<file path="src/rtl/efr_pkg.sv">
package efr_pkg;

	localparam int MaxPayloadDefault = 32;
	localparam logic [7:0] CrcPoly = 8'h8C;

	typedef enum logic [2:0] {
		PH_WAIT = 3'd0,
		PH_CRC  = 3'd1,
		PH_LEN  = 3'd2,
		PH_DATA = 3'd3,
		PH_ESC  = 3'd4,
		PH_END  = 3'd5
	} phase_t;

	typedef enum logic [2:0] {
		ST_GOOD      = 3'd0,
		ST_LEN_ERR   = 3'd1,
		ST_CRC_ERR   = 3'd2,
		ST_FRAME_ERR = 3'd3,
		ST_TIMEOUT   = 3'd4
	} status_t;

	typedef enum logic [2:0] {
		REG_ENABLE  = 3'd0,
		REG_START   = 3'd1,
		REG_END     = 3'd2,
		REG_ESCAPE  = 3'd3,
		REG_TIMEOUT = 3'd4
	} reg_idx_t;

	typedef enum logic [1:0] {
		BK_IDLE,
		BK_CHECK,
		BK_EMIT
	} bk_state_t;

	// front-to-back command: an error or a frame to check
	typedef struct packed {
		logic       is_frame;
		status_t    status;
		logic [7:0] length;
		logic [7:0] crc;
	} cmd_t;

	function automatic logic [7:0] crc8_byte(input logic [7:0] crc, input logic [7:0] d);
		logic [7:0] c;
		logic [7:0] v;
		c = crc;
		v = d;
		for (int b = 0; b < 8; b++) begin
			if ((c[0] ^ v[0]) == 1'b1) begin
				c = (c >> 1) ^ CrcPoly;
			end else begin
				c = c >> 1;
			end
			v = v >> 1;
		end
		return c;
	endfunction

endpackage

</file>
<file path="src/rtl/efr_front.sv">
module efr_front #(
	parameter int MAX_PAYLOAD = efr_pkg::MaxPayloadDefault,
	parameter int AW = (MAX_PAYLOAD > 1) ? $clog2(MAX_PAYLOAD) : 1
) (
	input  logic              clk,
	input  logic              arst_n,
	input  logic              in_valid,
	output logic              in_ready,
	input  logic              in_kind,
	input  logic [7:0]        in_byte,
	input  logic              en,
	input  logic [7:0]        start_code,
	input  logic [7:0]        end_code,
	input  logic [7:0]        escape_code,
	input  logic [15:0]       timeout_ticks,
	input  logic              back_busy,
	output logic              wr_en,
	output logic [AW-1:0]     wr_addr,
	output logic [7:0]        wr_data,
	output logic              cmd_valid,
	input  logic              cmd_ready,
	output efr_pkg::cmd_t     cmd
);
	import efr_pkg::*;

	localparam logic [8:0] MaxLen = 9'(MAX_PAYLOAD);

	phase_t      phase_q;
	logic [7:0]  crc_q;
	logic [7:0]  len_q;
	logic [6:0]  pos_q;
	logic [15:0] idle_q;
	logic        cmd_valid_q;
	cmd_t        cmd_q;

	logic        acc;
	logic [15:0] idle_inc;
	logic [15:0] limit;
	logic        store;

	// hold input while a command waits or the back end reads the payload memory
	assign in_ready  = !cmd_valid_q && !back_busy;
	assign acc       = in_valid && in_ready;
	assign idle_inc  = idle_q + 16'd1;
	assign limit     = (timeout_ticks == 16'd0) ? 16'd1 : timeout_ticks;
	assign cmd_valid = cmd_valid_q;
	assign cmd       = cmd_q;

	always_comb begin
		store = 1'b0;
		if (acc && en && !in_kind) begin
			if (phase_q == PH_ESC) begin
				store = 1'b1;
			end else if (phase_q == PH_DATA && in_byte != escape_code &&
				in_byte != end_code && in_byte != start_code) begin
				store = 1'b1;
			end
		end
	end

	assign wr_en   = store && (pos_q < 7'(MAX_PAYLOAD));
	assign wr_addr = pos_q[AW-1:0];
	assign wr_data = in_byte;

	always_ff @(posedge clk or negedge arst_n) begin
		if (!arst_n) begin
			phase_q     <= PH_WAIT;
			crc_q       <= 8'd0;
			len_q       <= 8'd0;
			pos_q       <= 7'd0;
			idle_q      <= 16'd0;
			cmd_valid_q <= 1'b0;
			cmd_q       <= '0;
		end else begin
			if (cmd_valid_q && cmd_ready) begin
				cmd_valid_q <= 1'b0;
			end
			if (acc) begin
				if (!en) begin
					phase_q <= PH_WAIT;
					idle_q  <= 16'd0;
				end else if (in_kind) begin
					if (phase_q != PH_WAIT) begin
						idle_q <= idle_inc;
						if (idle_inc >= limit) begin
							phase_q     <= PH_WAIT;
							idle_q      <= 16'd0;
							cmd_valid_q <= 1'b1;
							cmd_q       <= '{1'b0, ST_TIMEOUT, len_q, crc_q};
						end
					end
				end else begin
					idle_q <= 16'd0;
					case (phase_q)
						PH_CRC: begin
							crc_q   <= in_byte;
							phase_q <= PH_LEN;
						end
						PH_LEN: begin
							len_q <= in_byte;
							if (in_byte == 8'd0 || {1'b0, in_byte} > MaxLen) begin
								phase_q     <= PH_WAIT;
								cmd_valid_q <= 1'b1;
								cmd_q       <= '{1'b0, ST_LEN_ERR, in_byte, crc_q};
							end else begin
								pos_q   <= 7'd0;
								phase_q <= PH_DATA;
							end
						end
						PH_DATA, PH_ESC: begin
							if (phase_q == PH_DATA && in_byte == escape_code) begin
								phase_q <= PH_ESC;
							end else if (phase_q == PH_DATA &&
								(in_byte == end_code || in_byte == start_code)) begin
								phase_q     <= PH_WAIT;
								cmd_valid_q <= 1'b1;
								cmd_q       <= '{1'b0, ST_LEN_ERR, len_q, crc_q};
							end else begin
								pos_q <= pos_q + 7'd1;
								if ({1'b0, pos_q} + 8'd1 >= len_q) begin
									phase_q <= PH_END;
								end else begin
									phase_q <= PH_DATA;
								end
							end
						end
						PH_END: begin
							phase_q     <= PH_WAIT;
							cmd_valid_q <= 1'b1;
							if (in_byte != end_code) begin
								cmd_q <= '{1'b0, ST_FRAME_ERR, len_q, crc_q};
							end else begin
								cmd_q <= '{1'b1, ST_GOOD, len_q, crc_q};
							end
						end
						default: begin
							if (in_byte == start_code) begin
								len_q   <= 8'd0;
								crc_q   <= 8'd0;
								pos_q   <= 7'd0;
								phase_q <= PH_CRC;
							end
						end
					endcase
				end
			end
		end
	end

	assert property (@(posedge clk) disable iff (!arst_n)
		cmd_valid_q && !cmd_ready |=> cmd_valid_q && $stable(cmd_q))
		else $error("command dropped while stalled");
	assert property (@(posedge clk) disable iff (!arst_n)
		wr_en |-> phase_q == PH_DATA || phase_q == PH_ESC)
		else $error("store write outside payload");
	assert property (@(posedge clk) disable iff (!arst_n)
		cmd_valid_q |-> !in_ready)
		else $error("input taken while command pending");

endmodule

</file>
<file path="src/rtl/efr_back.sv">
module efr_back #(
	parameter int MAX_PAYLOAD = efr_pkg::MaxPayloadDefault,
	parameter int AW = (MAX_PAYLOAD > 1) ? $clog2(MAX_PAYLOAD) : 1
) (
	input  logic          clk,
	input  logic          arst_n,
	input  logic          wr_en,
	input  logic [AW-1:0] wr_addr,
	input  logic [7:0]    wr_data,
	input  logic          cmd_valid,
	output logic          cmd_ready,
	input  efr_pkg::cmd_t cmd,
	output logic          busy,
	output logic          out_valid,
	input  logic          out_ready,
	output logic [2:0]    status,
	output logic [7:0]    payload_byte,
	output logic [7:0]    packet_length,
	output logic          last
);
	import efr_pkg::*;

	logic [7:0] mem [MAX_PAYLOAD];
	logic [7:0] rd_q;

	bk_state_t  st_q, st_d;
	cmd_t       cmd_q;
	logic [6:0] rd_pos_q;
	logic       rd_live_q;
	logic [7:0] crc_q;
	logic       out_valid_q;
	logic [2:0] status_q;
	logic [7:0] byte_q;
	logic [7:0] len_q;
	logic       last_q;

	logic       slot_free;
	logic       take_cmd;
	logic [7:0] n_len;
	logic       rd_issue;
	logic       rd_done;
	logic [7:0] crc_next;

	assign slot_free = !out_valid_q || out_ready;
	assign n_len     = cmd_q.length;
	assign crc_next  = crc8_byte(crc_q, rd_q);
	assign busy      = (st_q != BK_IDLE);

	always_ff @(posedge clk) begin
		if (wr_en) begin
			mem[wr_addr] <= wr_data;
		end
		rd_q <= mem[rd_pos_q[AW-1:0]];
	end

	always_comb begin
		st_d = st_q;
		unique case (st_q)
			BK_IDLE: if (cmd_valid && slot_free) begin
				st_d = cmd.is_frame ? BK_CHECK : BK_IDLE;
			end
			BK_CHECK: if (rd_done) begin
				st_d = (crc_next == cmd_q.crc) ? BK_EMIT : BK_IDLE;
			end
			BK_EMIT: if (rd_done) begin
				st_d = BK_IDLE;
			end
			default: st_d = BK_IDLE;
		endcase
	end

	always_comb begin
		take_cmd  = 1'b0;
		rd_issue  = 1'b0;
		cmd_ready = 1'b0;
		unique case (st_q)
			BK_IDLE: begin
				cmd_ready = slot_free;
				take_cmd  = cmd_valid && slot_free;
			end
			BK_CHECK: rd_issue = !rd_live_q && ({1'b0, rd_pos_q} < n_len);
			BK_EMIT:  rd_issue = !rd_live_q && slot_free && ({1'b0, rd_pos_q} < n_len);
			default: ;
		endcase
	end

	assign rd_done = rd_live_q && ({1'b0, rd_pos_q} == n_len);

	always_ff @(posedge clk or negedge arst_n) begin
		if (!arst_n) begin
			st_q        <= BK_IDLE;
			cmd_q       <= '0;
			rd_pos_q    <= 7'd0;
			rd_live_q   <= 1'b0;
			crc_q       <= 8'd0;
			out_valid_q <= 1'b0;
			status_q    <= 3'd0;
			byte_q      <= 8'd0;
			len_q       <= 8'd0;
			last_q      <= 1'b0;
		end else begin
			st_q <= st_d;
			if (out_valid_q && out_ready) begin
				out_valid_q <= 1'b0;
			end
			rd_live_q <= rd_issue;
			if (rd_issue) begin
				rd_pos_q <= rd_pos_q + 7'd1;
			end
			if (take_cmd) begin
				cmd_q    <= cmd;
				rd_pos_q <= 7'd0;
				crc_q    <= 8'd0;
				if (!cmd.is_frame) begin
					out_valid_q <= 1'b1;
					status_q    <= cmd.status;
					byte_q      <= 8'd0;
					len_q       <= cmd.length;
					last_q      <= 1'b1;
				end
			end
			if (st_q == BK_CHECK && rd_live_q) begin
				crc_q <= crc_next;
				if (rd_done) begin
					rd_pos_q <= 7'd0;
					if (crc_next != cmd_q.crc) begin
						out_valid_q <= 1'b1;
						status_q    <= ST_CRC_ERR;
						byte_q      <= 8'd0;
						len_q       <= cmd_q.length;
						last_q      <= 1'b1;
					end
				end
			end
			if (st_q == BK_EMIT && rd_live_q) begin
				out_valid_q <= 1'b1;
				status_q    <= ST_GOOD;
				byte_q      <= rd_q;
				len_q       <= cmd_q.length;
				last_q      <= rd_done;
			end
		end
	end

	assign out_valid     = out_valid_q;
	assign status        = status_q;
	assign payload_byte  = byte_q;
	assign packet_length = len_q;
	assign last          = last_q;

	assert property (@(posedge clk) disable iff (!arst_n)
		rd_live_q && st_q == BK_EMIT |-> slot_free)
		else $error("payload read with no output slot");
	assert property (@(posedge clk) disable iff (!arst_n)
		out_valid_q && status_q != ST_GOOD |-> last_q && byte_q == 8'd0)
		else $error("error result malformed");
	assert property (@(posedge clk) disable iff (!arst_n)
		st_q != BK_IDLE |-> cmd_q.is_frame)
		else $error("non-frame command in check");

endmodule

</file>
<file path="src/rtl/escaped_frame_receiver_crc8_top.sv">
// channel | dir | handshake              | content
// s_axis  | in  | s_axis_tvalid/tready   | tdata[7:0] rx_byte, tuser item_kind
// m_axis  | out | m_axis_tvalid/tready   | tdata payload_byte,packet_length; tuser status; tlast
// cfg     | in  | cfg_valid/cfg_ready    | cfg_index register, cfg_data value
// The front handles each byte or tick as it is accepted; input holds off while a command waits
// for the back or the back works on a frame.
// The back reads the payload memory twice for a good frame (one CRC pass, one emit pass),
// issuing each byte read only after the previous one has returned; a command that reports an error needs no read.
// Reset clears all control state; the payload memory is not cleared.
// Output stalls back up through the one-entry command register into s_axis_tready.
module escaped_frame_receiver_crc8_top #(
	parameter int MAX_PAYLOAD = efr_pkg::MaxPayloadDefault
) (
	input  logic        clk,
	input  logic        arst_n,
	input  logic        s_axis_tvalid,
	output logic        s_axis_tready,
	input  logic [7:0]  s_axis_tdata,  // [7:0] rx_byte
	input  logic        s_axis_tuser,  // [0] item_kind
	output logic        m_axis_tvalid,
	input  logic        m_axis_tready,
	output logic [15:0] m_axis_tdata,  // [7:0] payload_byte, [15:8] packet_length
	output logic [2:0]  m_axis_tuser,  // [2:0] status
	output logic        m_axis_tlast,
	input  logic        cfg_valid,
	output logic        cfg_ready,
	input  logic [2:0]  cfg_index,
	input  logic [15:0] cfg_data
);
	import efr_pkg::*;

	localparam int AW = (MAX_PAYLOAD > 1) ? $clog2(MAX_PAYLOAD) : 1;

	logic        en_q;
	logic [7:0]  start_q, end_q, esc_q;
	logic [15:0] tmo_q;
	logic        wr_en;
	logic [AW-1:0] wr_addr;
	logic [7:0]  wr_data;
	logic        cmd_valid, cmd_ready;
	cmd_t        cmd;
	logic        back_busy;

	assign cfg_ready = 1'b1;

	always_ff @(posedge clk or negedge arst_n) begin
		if (!arst_n) begin
			en_q    <= 1'b0;
			start_q <= 8'd2;
			end_q   <= 8'd3;
			esc_q   <= 8'd27;
			tmo_q   <= 16'd1000;
		end else if (cfg_valid) begin
			case (cfg_index)
				REG_ENABLE:  en_q    <= cfg_data[0];
				REG_START:   start_q <= cfg_data[7:0];
				REG_END:     end_q   <= cfg_data[7:0];
				REG_ESCAPE:  esc_q   <= cfg_data[7:0];
				REG_TIMEOUT: tmo_q   <= cfg_data;
				default: ;
			endcase
		end
	end

	efr_front #(.MAX_PAYLOAD(MAX_PAYLOAD), .AW(AW)) u_front (
		.clk, .arst_n,
		.in_valid(s_axis_tvalid), .in_ready(s_axis_tready),
		.in_kind(s_axis_tuser), .in_byte(s_axis_tdata),
		.en(en_q), .start_code(start_q), .end_code(end_q),
		.escape_code(esc_q), .timeout_ticks(tmo_q),
		.back_busy,
		.wr_en, .wr_addr, .wr_data,
		.cmd_valid, .cmd_ready, .cmd
	);

	efr_back #(.MAX_PAYLOAD(MAX_PAYLOAD), .AW(AW)) u_back (
		.clk, .arst_n,
		.wr_en, .wr_addr, .wr_data,
		.cmd_valid, .cmd_ready, .cmd,
		.busy(back_busy),
		.out_valid(m_axis_tvalid), .out_ready(m_axis_tready),
		.status(m_axis_tuser), .payload_byte(m_axis_tdata[7:0]),
		.packet_length(m_axis_tdata[15:8]), .last(m_axis_tlast)
	);

endmodule
</file>
<file path="config.mk">
export PLATFORM = sky130hd
export DESIGN_NAME = escaped_frame_receiver_crc8_top
export DESIGN_NICKNAME = d
export VERILOG_FILES = /design/src/rtl/efr_pkg.sv /design/src/rtl/efr_front.sv /design/src/rtl/efr_back.sv /design/src/rtl/escaped_frame_receiver_crc8_top.sv
export SDC_FILE = /design/constraint.sdc
export NUM_CORES = 1
export LEC_CHECK = 0
export BUFFER_PORTS_ARGS = -buffer_cell sky130_fd_sc_hd__clkbuf_2
export CAP_MARGIN = 20
export CELL_PAD_IN_SITES_DETAIL_PLACEMENT = 1
export CELL_PAD_IN_SITES_GLOBAL_PLACEMENT = 2
export CORE_ASPECT_RATIO = 1.25
export CORE_MARGIN = 8
export CORE_UTILIZATION = 46
export DETAILED_ROUTE_END_ITERATION = 10
export MAX_ROUTING_LAYER = met4
export PLACE_DENSITY_LB_ADDON = 0.1
export SLEW_MARGIN = 40
export SYNTH_ARGS = -nofsm -noshare
export SYNTH_HDL_FRONTEND = slang
export SYNTH_SLANG_ARGS = --single-unit
</file>
<file path="constraint.sdc">
create_clock -name clk -period 4.89 [get_ports clk]
set_input_delay 0.978 -clock clk [delete_from_list [all_inputs] [get_ports clk]]
set_output_delay 0.978 -clock clk [all_outputs]
set_load 0.05 [all_outputs]
</file>
* Yosys cells after proc, flatten, opt, wreduce, memory -nomap -nowiden
Memory sizes are Yosys's and may differ from the RTL's. A register that Yosys moved wholly into a read port is not among the register bits. Cells that the tools add are included.
Operators by class: bitwise operators 20, $add $sub $neg 4, order comparisons 5, reduce and logical (&&, ||, !) cells 54, eq/ne operators 34, mux-type cells 100
Operator list (number):
- $mux W8 | 23
- $mux W20 | 7
- $mux W16 | 5
- $pmux W20 S3 | 1
- $mux W7 | 8
- $mux W3 | 14
- $eq A8 B8 Y1 | 4
- $ne A8 B8 Y1 | 4
- $pmux W8 S2 | 2
- $mux W1 | 30
- $not A2 Y3 | 8
- $pmux W7 S3 | 1
- $logic_and A1 B1 Y1 | 19
- $add A16 B1 Y16 const B | 1
- $ge A16 B16 Y1 | 1
- $logic_not A16 Y1 | 1
- $reduce_and A8 Y1 | 2
- $add A7 B1 Y7 const B | 2
- $eq A3 B2 Y1 const B | 4
- $ne A3 B2 Y1 const B | 4
- $pmux W3 S4 | 1
- $reduce_and A2 Y1 | 6
- $mux W2 | 5
- $ne A2 B1 Y1 const B | 5
- 31 further kinds | 59
Word-level totals: memories 1, memory bits (writable) 256, bits of input ports 33, bits in registers 159, output and inout port bits 23, word-level logic and storage cells 244
Memories:
- u_back.mem | depth 32, bits a word 8, read ports 1, clocked after memory_dff 1, write ports 1, RTL line efr_back.sv:23 | logic [7:0] mem [MAX_PAYLOAD];

* Depth between registers and ports, before layout
Gate-level depths: netlist (run 1).
depth after elaboration 21, depth in mapped cells 14, depth with buffers taken out 13

* Modules after synthesis
A second synthesis (run 1) with hierarchy kept.
Second synthesis, totals: cell total of the unflattened synthesis 1260, area, all modules 19028.2 µm²
Modules (own cells, without submodules):
- efr_back | sequential area each 9223.8 µm², instances 1, area an instance 13108.8 µm², cells an instance 691
- efr_front | sequential area each 1576.5 µm², instances 1, area an instance 4284.1 µm², cells an instance 476
- escaped_frame_receiver_crc8_top | sequential area each 1042.2 µm², instances 1, area an instance 1635.3 µm², cells an instance 93

* Worst setup path after synthesis (run 1)
No wires, ideal clock.
path kind flip-flop to flip-flop, start point register u_front.idle_q[2], end point register u_front.cmd_q, in the netlist u_front.cmd[0], slack 1302 ps, library setup time 125 ps, arrival time 3463 ps, data required time 4765 ps, stages on the path, launching flop included 15, path buffers 1, clock period less this slack 3588 ps, path through dfrtp_1 and3_1 and3_1 nand3_1 nor2_1 xor2_1 ha_1 a21o_1 a21oi_1 nor2b_1 a2111oi_0 o21ai_0 a21oi_2 buf_2 mux2_2
Between the ends: longest elaborated chain between the ends 4
RTL lines:
- start: declaration | RTL line efr_front.sv:32 | logic [15:0] idle_q;
- start signal: assignment | RTL line efr_front.sv:84 | idle_q <= idle_inc;
- $add A16 B1 Y16 | RTL line efr_front.sv:44 | assign idle_inc = idle_q + 16'd1;
- $ge A16 B16 Y1 | RTL line efr_front.sv:85 | if (idle_inc >= limit) begin
- $ne A2 B1 Y1 (no source line)
- $reduce_and A8 Y1 (no source line)
- end signal: assignment | RTL line efr_front.sv:89 | cmd_q <= '{1'b0, ST_TIMEOUT, len_q, crc_q};
- end signal: assignment | RTL line efr_front.sv:104 | cmd_q <= '{1'b0, ST_LEN_ERR, in_byte, crc_q};
- end signal: assignment | RTL line efr_front.sv:117 | cmd_q <= '{1'b0, ST_LEN_ERR, len_q, crc_q};
- end: declaration | RTL line efr_front.sv:34 | cmd_t cmd_q;
No other way between the ends. A chain may end at the register's enable or synchronous reset.

* Final worst setup path (run 1)
start point register u_front.idle_q[0], end point register u_front.cmd_q, in the netlist u_front.cmd[6]
Same word-level chain as after synthesis.

==> out/metrics.cfg, run 1 <==
[die]
die-width_um = 196
rows = 82
coreArea_um2 = 40000
initial_core_util_pct = 46.5
die_h_um = 241
io_pins = 56
dieArea_um2 = 47200

[detailed_routing]
drt_first_pass_iters = 5
drc_errors = 0
routed_via_density = 5.73
wl_per_cell_um = 25.2
drtIter0Drc = 682
wirelength_mm = 47.6
ant_nets = 0
vias = 10800

[place]
portBuffers = 54
post-place-ws_ns = 0.433
dp_hpwl_mm = 33.4
dp_cells = 1806
gp_congestion = 0.821

[logic_synthesis]
netlist_instances = 1273
synth_edf_count = 256
ys_ff_latch = 423
ys_warn_count = 0
async_reset_ff_share_pct = 37.6
syn_area_um2 = 18600
synth_cell_types = 69
synthFlopType = edfxtp_1
syn_nets = 1346
seq_area_frac_synth_pct = 63.7
syn_avg_cell_area_um2 = 14.6

[global_routing]
grt_pass1_wl_mm = 73.1
grt-busiest-layer = met2
gr-total-overflow = 0
grt_use_met2_pct = 36.2
met1_usage_pct = 25.7
grt.met3_usage_pct = 2.86
antenna_found_initial = 0
grt_max_degree = 84
grt_pass1_vias = 11700
grt_use_total_pct = 21.2

[timing]
maxSlewViolCount = 0
tns_ns = 0
rsz0062_at_grt = no
hold_viol_final = 0
setup_violations = 0
period_minus_slack_ns = 4.21
relSlewSlack_pct = 47.2
clock.fmax_ghz = 0.238
tightest_slew_ns = 0.773
finalCritPeriodShare_pct = 86.1
setup_ws_ns = 0.682
skew_ns = 0.0110

[setup_path]
critPathMaxFanout = 19
path_cells = ha_1, nand3_1, nor2_1, nand2_1, nor2_1, xor2_1, ha_1, nand4_1, a211oi_1, a2111oi_0, o21ai_0, a21oi_2, buf_4, mux2_2
crit_path_start_kind = flop
worstPathRequired_ns = 5.32
crit_type = flop to flop
critPathMaxStageDelay_ns = 0.73
cp_slowest_cell = a2111oi_0
end_kind = flop
worstPathArrival_ns = 4.64

[finish]
nets = 1422
antenna_cells = 0
layout.cells.non_filler = 1886
drive_gt1_share_pct = 24.0
fillers = 3901
layout_common_cells = edfxtp_1, dfrtp_1, nand2_1
final_common_cell = edfxtp_1
areaGrowthSynthToFinish_pct = 12.7

[power]
vdd_drop_max_v = 0.000279
p_leak_nw = 8.03
p_per_area_nw_per_um2 = 357

[clock_tree]
cts_root_buffer = clkbuf_16
cts_buffers = 44
clk_pin_slew_worst_paths_ns = 0.06
cts_hold_buf = 0
cts_buffer_depth = 3
cts_tree = done
h-tree-depth = 2
cts_sinks = 423
clk_latency_ns = 0.55
post-cts-setup-buffers = 0
cts_resized = 0

[outcome]
status = finished clean

[run]
maxCapViolations = 0

[hold_path]
hp-class = input pin to asynchronous set/reset pin

[metal layers]
layer  wire (µm)  share of wire, %  up-vias
li1            -                 -     4911
met1       20000                42     5632
met2       24400                51      190
met3        1600               3.4       79
met4        1640               3.4        0
met5           0                 0        -
[kinds of logic (layout without fill, tap and decap cells)]
kind of cell,after synthesis,in the layout,share of synthesized area (%)
adder cells (fa/ha/maj),40,40,2.69
other,1,1,0.0202
AO/OA/AOI/OAI,168,168,5.84
flip-flops,423,423,63.7
multiplexers,149,149,13.8
AND/OR/NAND/NOR,310,310,7.66
XOR/XNOR,79,79,4.17
buffers and inverters,103,212,2.15
[metrics by stage]
step | cell area, µm² | hold slack (ns) | utilization (%) | total power [mW]
after global placement | 19500 | 0.450 | 48.9 | 4.35
after CTS | 20900 | 0.481 | 52.3 | 7.58
after detailed placement | 19600 | 0.465 | 48.9 | 4.36
final | 21000 | 0.292 | 52.4 | 7.49
after global routing | 21000 | 0.289 | 52.4 | 7.73
after floorplan | 18600 | 0.433 | - | 4.18
[worst max-delay path: cells and delay by family, from the launching register on]
family | cells | cell delay, ns
AO/OA/AOI/OAI | 4 | 1.30
AND/OR/NAND/NOR | 5 | 0.91
adder cells (fa/ha/maj) | 2 | 0.54
flip-flops | 1 | 0.44
multiplexers | 1 | 0.37
buffers and inverters | 1 | 0.30
XOR/XNOR | 1 | 0.23
[sequential cells by signal (all words and copies together) (netlist names), 2 cells and up]
register,flops
u_back.status,3
u_back.payload_byte,8
u_front.crc_q,8
u_back.crc_q,8
u_front.idle_q,16
u_front.pos_q,7
u_back.cmd_q,8
u_front.len_q,8
u_back.packet_length,8
esc_q,8
tmo_q,16
u_back.rd_q,8
u_back.n_len,8
u_back.st_q,2
u_front.phase_q,3
u_front.cmd,20
end_q,8
u_back.mem,256
u_back.rd_pos_q,7
start_q,8
[power breakdown]
group	total (mW)	internal, mW	switching (mW)	leakage [nW]
combinational	0.343	0.126	0.218	2.96
sequential	3.94	3.89	0.0540	4.40
clock	3.21	1.83	1.37	0.669
total	7.49	5.85	1.65	8.03
[cell type report]
cell class	count	area, µm²	area share (%)
Timing Repair Buffer	89	574	2.74
Inverter	44	165	0.788
Sequential cell	423	11800	56.5
Clock buffer	55	1150	5.50
Tap cell	504	631	3.01
Multi-Input combinational cell	747	6380	30.4
Clock inverter	24	210	1.00
[synth_stat cells (6+ instances only)]
master / count / area share (%)
a21o_1: 6 / 0.24
a21oi_1: 18 / 0.48
a22o_1: 21 / 0.99
a31o_2: 11 / 0.52
and2_1: 7 / 0.24
and3_1: 20 / 0.67
buf_1: 9 / 0.18
clkbuf_1: 47 / 0.95
dfrtp_1: 146 / 20
dfstp_2: 13 / 1.8
dfxtp_1: 8 / 0.86
edfxtp_1: 256 / 41
ha_1: 40 / 2.7
inv_1: 44 / 0.89
mux2_2: 54 / 3.3
mux2i_1: 13 / 0.70
mux4_2: 80 / 9.7
nand2_1: 125 / 2.5
nand3_1: 34 / 0.91
nand4_1: 6 / 0.20
nor2_1: 68 / 1.4
nor2b_1: 6 / 0.20
nor3_1: 11 / 0.30
nor4_1: 8 / 0.27
o21ai_0: 77 / 2.1
xnor2_1: 35 / 1.6
xor2_1: 37 / 1.7
[final timing paths]
| check | startpoint | to | slack [ns] | depth (start not counted) |
|---|---|---|---|---|
| worst max-delay path | u_front.idle_q[0] | u_front.cmd[6] | 0.68 | 14 |
| worst min-delay path | arst_n | u_back.payload_byte[7] | 0.29 | 1 |
| worst max register to register | u_front.idle_q[0] | u_front.cmd[6] | 0.68 | 14 |
| worst min register to register | u_front.cmd[4] | u_back.cmd_q[4] | 0.48 | 2 |
| max in group asynchronous | arst_n | esc_q[1] | 3.47 | 3 |
| min in group clk | u_front.cmd[4] | u_back.cmd_q[4] | 0.48 | 2 |
Power figures use the tool's default switching activity.
==> run 2, diff against run 1 <==
ABC_AREA = 1   (was unset)
CORE_UTILIZATION = 41   (was 46)
==> run 2 against run 1 <==
- final cell count rose by 34%
- die area rose by 14%
- sequential share of layout area fell by 1.2 points
- wire length rose by 15%
- flip-flop and latch count did not move
- non-clock buffer count fell by 14
- via count rose by 26%
- largest cell class unchanged
- highest routed layer unchanged
==> out/metrics.cfg, run 2 <==
[timing]
maxSlewViolCount = 0  ; unchanged
setup_violations = 0  ; unchanged
clock.fmax_ghz = 0.260  ; +9.4%
holdWs_ns = 0.381  ; +0.0892 ns
skew_ns = 0.0155  ; +0.00459 ns
relSlewSlack_pct = 46.8  ; -0.31 points
tns_ns = 0  ; unchanged
rsz0062_at_grt = no
period_minus_slack_ns = 3.85  ; -0.363 ns
hold_viol_final = 0  ; unchanged
finalCritPeriodShare_pct = 78.6  ; -7.4 points
tightest_slew_ns = 0.789  ; +0.0164 ns

[clock_tree]
cts_buffers = 43  ; -2.3%
cts_tree = done
cts_root_buffer = clkbuf_16
cts_resized = 0  ; unchanged
cts_hold_buf = 0  ; unchanged
cts_buffer_depth = 3  ; unchanged
clk_latency_ns = 0.58  ; +0.03 ns
h-tree-depth = 2  ; unchanged
post-cts-setup-buffers = 0  ; unchanged
clk_pin_slew_worst_paths_ns = 0.06  ; about the same
cts_sinks = 423  ; unchanged

[setup_path]
worstPathRequired_ns = 5.34  ; +0.02 ns
critPathMaxFanout = 31  ; +12
timing.rr.end = u_front.cmd[17]
critPathMaxStageDelay_ns = 0.44  ; -0.29 ns
crit_family = simple AND/OR/NAND/NOR gates
rr_startpoint = u_front.idle_q[0]
end_kind = flop
crit_top_cell = nand2_1
path_cells = ha_1, nand2_1, nor2_1, nand4_1, nor4_1, nand3_1, xor2_1, ha_1, nand2_1, inv_1, nand3_1, nor3_1, nand2_1, nand3_1, o31ai_1, nand2_1, nand2_2, nand2_1, o21ai_2
crit_path_start_kind = flop
worstPathArrival_ns = 4.29  ; -0.35 ns
crit_buf_inv = 1  ; unchanged
reg2reg_depth = 19  ; +5
cp_slowest_cell = nand2_2
crit_type = flop to flop
rrSetupSlack_ns = 1.04  ; +0.36 ns

[finish]
drive_gt1_share_pct = 11.6  ; -12 points
layout_common_cells = nand2_1, edfxtp_1, o21ai_0
seq_area_um2 = 11800  ; unchanged
fillers = 5052  ; +30%
regMostFlops = u_back.mem
areaGrowthSynthToFinish_pct = 11.8
largest_register_ffs = 256  ; unchanged
design_area_um2 = 21400  ; +2.1%
fin_util_pct = 46.4  ; -6.0 points
final_common_cell = nand2_1
nets = 1987  ; +40%
multiInputGateArea_um2 = 6360  ; -0.35%
antenna_cells = 0  ; unchanged

[logic_synthesis]
syn_nets = 1949  ; +45%
netlist_instances = 1876  ; +47%
synthFlopType = edfxtp_1
synth_edf_count = 256  ; unchanged
seq_area_frac_synth_pct = 61.8  ; -1.8 points
synth_most_common_cell = nand2_1
synth_top_cell_by_area = edfxtp_1
synth_cell_types = 56  ; -19%
ys_warn_count = 0  ; unchanged
async_reset_ff_share_pct = 37.6  ; unchanged
ys_ff_latch = 423  ; unchanged
synth_top_area_share_pct = 40.1  ; -1.2 points
synth_common_cells = nand2_1, edfxtp_1, o21ai_0
syn_area_um2 = 19200  ; +3.0%
yosys-top-cells-area = edfxtp_1, dfrtp_1, nand2_1
syn_avg_cell_area_um2 = 10.2  ; -30%

[die]
die_h_um = 258  ; +7.0%
dieArea_um2 = 53900  ; +14%
rows = 88  ; +7.3%
coreArea_um2 = 46100  ; +15%
die-width_um = 209  ; +6.9%
initial_core_util_pct = 41.5  ; -5.0 points
io_pins = 56  ; unchanged

[power]
vdd_drop_max_v = 0.000236  ; -15%
p_leak_nw = 8.86  ; +10%
p_per_area_nw_per_um2 = 407  ; +14%

[detailed_routing]
vias = 13700  ; +26%
wl_per_cell_um = 21.7  ; -14%
drtIter0Drc = 697  ; +2.2%
routed_via_density = 5.39  ; -6.0%
drc_errors = 0  ; unchanged
drt_first_pass_iters = 5  ; unchanged
ant_nets = 0  ; unchanged
wirelength_mm = 55.0  ; +15%

[global_routing]
grt_use_total_pct = 21.2  ; +0.042 points
gr-total-overflow = 0  ; unchanged
grt_pass1_wl_mm = 86.6  ; +18%
grt_pass1_vias = 14700  ; +25%
grt_max_degree = 90  ; +7.1%
antenna_found_initial = 0  ; unchanged

[place]
portBuffers = 54  ; unchanged
placed_area_um2 = 20000  ; +2.2%
dp_hpwl_mm = 38.3  ; +15%
gp_congestion = 0.809  ; -1.4%

[hold_path]
hp-class = input pin to asynchronous set/reset pin

[outcome]
status = finished clean

[run]
maxCapViolations = 0  ; unchanged

-- run 2: worst max-delay path by stage --
stage	from	end	slack [ns]	cells past startpoint
after floorplan	u_front.idle_q[0]	u_front.cmd[2]	1.88	20
after global placement	s_axis_tdata[3]	u_back.mem[0][7]	1.10	13
after detailed placement	u_front.idle_q[0]	u_front.cmd[15]	0.99	19
after CTS	u_front.idle_q[0]	u_front.cmd[15]	0.96	19
after global routing	u_front.idle_q[0]	u_front.cmd[12]	0.47	19
final	u_front.idle_q[0]	u_front.cmd[17]	1.04	19
-- run 2: logic make-up (layout without fill, tap and decap cells) --
kind of cell | after synthesis | count (layout) | synth area share [%]
buffers and inverters | 245 | 317 | 5.04
flip-flops | 423 | 423 | 61.8
other | 1 | 1 | 0.0196
XOR/XNOR | 45 | 45 | 2.20
adder cells (fa/ha/maj) | 40 | 40 | 2.61
AND/OR/NAND/NOR | 738 | 738 | 16.7
AO/OA/AOI/OAI | 379 | 379 | 11.3
multiplexers | 5 | 5 | 0.287
-- run 2: metrics by stage --
step	setup WS (ns)	total power [mW]	instances
after floorplan	1.88	5.04	1876
after global placement	1.10	5.43	2454
after detailed placement	0.987	5.47	2454
after CTS	0.957	8.82	2533
after global routing	0.468	9.09	2533
final	1.04	8.71	2533
-- run 2: per-layer routing --
layer / up-vias / global-route usage [%] / part of all wire (%)
met2: 231 / 36.0 / 50
met4: 0 / 7.04 / 3.2
met1: 6791 / 25.9 / 43
li1: 6528 / - / -
met5: - / - / 0
met3: 102 / 2.96 / 3.2
-- run 2: cell type report --
| class | instances | area share [%] |
|---|---|---|
| flip-flops and latches | 423 | 55.3 |
| multi-input cells | 1208 | 29.7 |
| clock buffers | 50 | 5.24 |
| well taps | 585 | 3.42 |
| inverters | 163 | 2.86 |
| repair buffers | 75 | 2.10 |
| clock inverters | 29 | 1.32 |
-- run 2: report_power, final --
part | switching [mW] | total [mW] | internal [mW]
logic | 0.799 | 1.15 | 0.349
clock network | 1.47 | 3.34 | 1.87
registers | 0.170 | 4.22 | 4.05
==> run 3, diff against run 2 <==
clock period = 3.6 ns   (was 4.89 ns; I/O delays follow)
==> run 3 against run 2 <==
- clock skew increased by 0.0033 ns
- final area increased by 2.8%
- sequential share of layout area decreased by 1.5 points
- clock power increased by 35%
- largest power group unchanged
- fmax increased by 12%
- power increased by 36%
- worst hold slack got worse by 0.26 ns
==> out/metrics.cfg, run 3 (synthesis gave the netlist of run 2 again) <==
[outcome]
status = finished clean

[timing]
holdWs_ns = 0.122  ; -0.259 ns
skew_ns = 0.0189  ; +0.00334 ns
setup_ws_ns = 0.182  ; -0.863 ns
clock.fmax_ghz = 0.293  ; +12%
finalCritPeriodShare_pct = 95.0  ; +16 points
setup_violations = 0  ; unchanged
period_minus_slack_ns = 3.42  ; -0.427 ns
tns_ns = 0  ; unchanged
tightest_slew_ns = 0.718  ; -0.0715 ns
hold_viol_final = 0  ; unchanged
maxSlewViolCount = 0  ; unchanged
relSlewSlack_pct = 52.1  ; +5.3 points

[setup_path]
crit_top_cell = nand2_1
crit_path_start_kind = flop
reg2reg_depth = 20  ; +1
critPathMaxStageDelay_ns = 0.40  ; -0.04 ns
path_cells = ha_2, nand2_1, nor2_4, nand4_1, nor4_4, nand3_1, xor2_1, ha_1, nand2_1, inv_1, nand3_2, nor3_2, nand2_1, nand3_2, o31ai_1, nand2_1, nand2_4, buf_12, nand2_1, o21ai_2
worstPathArrival_ns = 3.86  ; -0.43 ns
worstPathRequired_ns = 4.05  ; -1.29 ns
cp_slowest_cell = dfrtp_1
critPathMaxFanout = 16  ; -48%
crit_type = flop to flop
end_kind = flop

[finish]
regMostFlops = u_back.mem
areaGrowthSynthToFinish_pct = 14.9
drive_gt1_share_pct = 14.7  ; +3.1 points
fillers = 5061  ; +0.18%
layout_common_cells = nand2_1, edfxtp_1, o21ai_0
nets = 2048  ; +3.1%
largest_register_ffs = 256  ; unchanged
design_area_um2 = 22000  ; +2.8%
layout.cells.non_filler = 2597  ; +2.5%
final_common_cell = nand2_1
fin_util_pct = 47.7  ; +1.3 points
antenna_cells = 0  ; unchanged

[power]
p_per_area_nw_per_um2 = 537  ; +32%
total_power_mw = 11.8  ; +36%
vdd_drop_max_v = 0.000371  ; +57%
p_leak_nw = 9.27  ; +4.7%

[clock_tree]
h-tree-depth = 2  ; unchanged
cts_buffer_depth = 3  ; unchanged
cts_sinks = 423  ; unchanged
clk_latency_ns = 0.59  ; about the same
cts_root_buffer = clkbuf_16
cts_tree = done
cts_buffers = 45  ; +4.7%
clk_pin_slew_worst_paths_ns = 0.06  ; about the same
cts_hold_buf = 0  ; unchanged

[place]
placed_area_um2 = 20400  ; +1.9%
dp_cells = 2502  ; +2.0%
portBuffers = 54  ; unchanged
dp_hpwl_mm = 37.5  ; -2.1%
post-place-ws_ns = -0.0283  ; -1.01 ns
gp_congestion = 0.806  ; -0.41%

[die]
initial_core_util_pct = 41.5  ; unchanged
rows = 88  ; unchanged
die_h_um = 258  ; unchanged
die-width_um = 209  ; unchanged
dieArea_um2 = 53900  ; unchanged
io_pins = 56  ; unchanged
coreArea_um2 = 46100  ; unchanged

[global_routing]
gr-total-overflow = 0  ; unchanged
grt_max_degree = 131  ; +46%
grt_use_total_pct = 20.8  ; -0.44 points
grt_pass1_wl_mm = 84.9  ; -2.0%
antenna_found_initial = 0  ; unchanged
grt_pass1_vias = 14800  ; +0.47%

[detailed_routing]
wl_per_cell_um = 21.2  ; -2.4%
ant_nets = 0  ; unchanged
routed_via_density = 5.35  ; -0.66%
vias = 13900  ; +1.8%
drc_errors = 0  ; unchanged
wirelength_mm = 55.0  ; about the same
drt_first_pass_iters = 5  ; unchanged
drtIter0Drc = 648  ; -7.0%

[run]
maxCapViolations = 0  ; unchanged

[hold_path]
hp-class = input pin to asynchronous set/reset pin

-- run 3: timing repair --
action | 4_1_cts | 5_1_grt
setup buffers | 0 | 9
cloned | 0 | 2
pin swaps | 0 | 14
gates resized for setup | 1 | 17
endpoints found under the setup margin | 3 | 37
-- run 3: power breakdown --
group	switching [mW]	total [mW]	internal [mW]
Clock	1.95	4.52	2.56
Combinational	1.07	1.57	0.497
Sequential	0.229	5.73	5.50
Total	3.25	11.8	8.56
-- run 3: worst paths after layout --
check	from	to	slack, ns
hold reg to reg	u_front.cmd[16]	u_front.cmd[16]	0.48
hold / removal	arst_n	u_front.idle_q[11]	0.12
min in group clk	cfg_data[8]	tmo_q[8]	0.35
max in group asynchronous	arst_n	u_back.crc_q[3]	2.56
setup reg to reg	u_front.idle_q[1]	u_front.cmd[15]	0.18
setup / recovery	u_front.idle_q[1]	u_front.cmd[15]	0.18
-- run 3: final cells by class --
type / instances / area [µm²] / area share [%]
clock inverter: 15 / 114 / 0.518
tap: 585 / 732 / 3.33
clock buffer: 69 / 1330 / 6.03
timing repair buffer: 134 / 936 / 4.25
sequential: 423 / 11800 / 53.9
multi-input combinational: 1208 / 6430 / 29.2
inverter: 163 / 613 / 2.79
-- run 3: critical path: cells and delay by family (launching register included) --
kind	cells	cell delay, ns
compound gates	2	0.15
flops	1	0.40
xor+xnor	1	0.17
buf+inv	2	0.22
fa+ha+maj	2	0.50
simple gates	13	1.83
-- run 3: metal layers --
| metal | vias up | track usage, % | wire, µm |
|---|---|---|---|
| met2 | 228 | 36.5 | 28600 |
| met1 | 6922 | 24.2 | 22900 |
| met4 | 0 | 6.49 | 1580 |
| met3 | 92 | 3.24 | 1970 |
| met5 | - | - | 0 |
| li1 | 6662 | - | - |
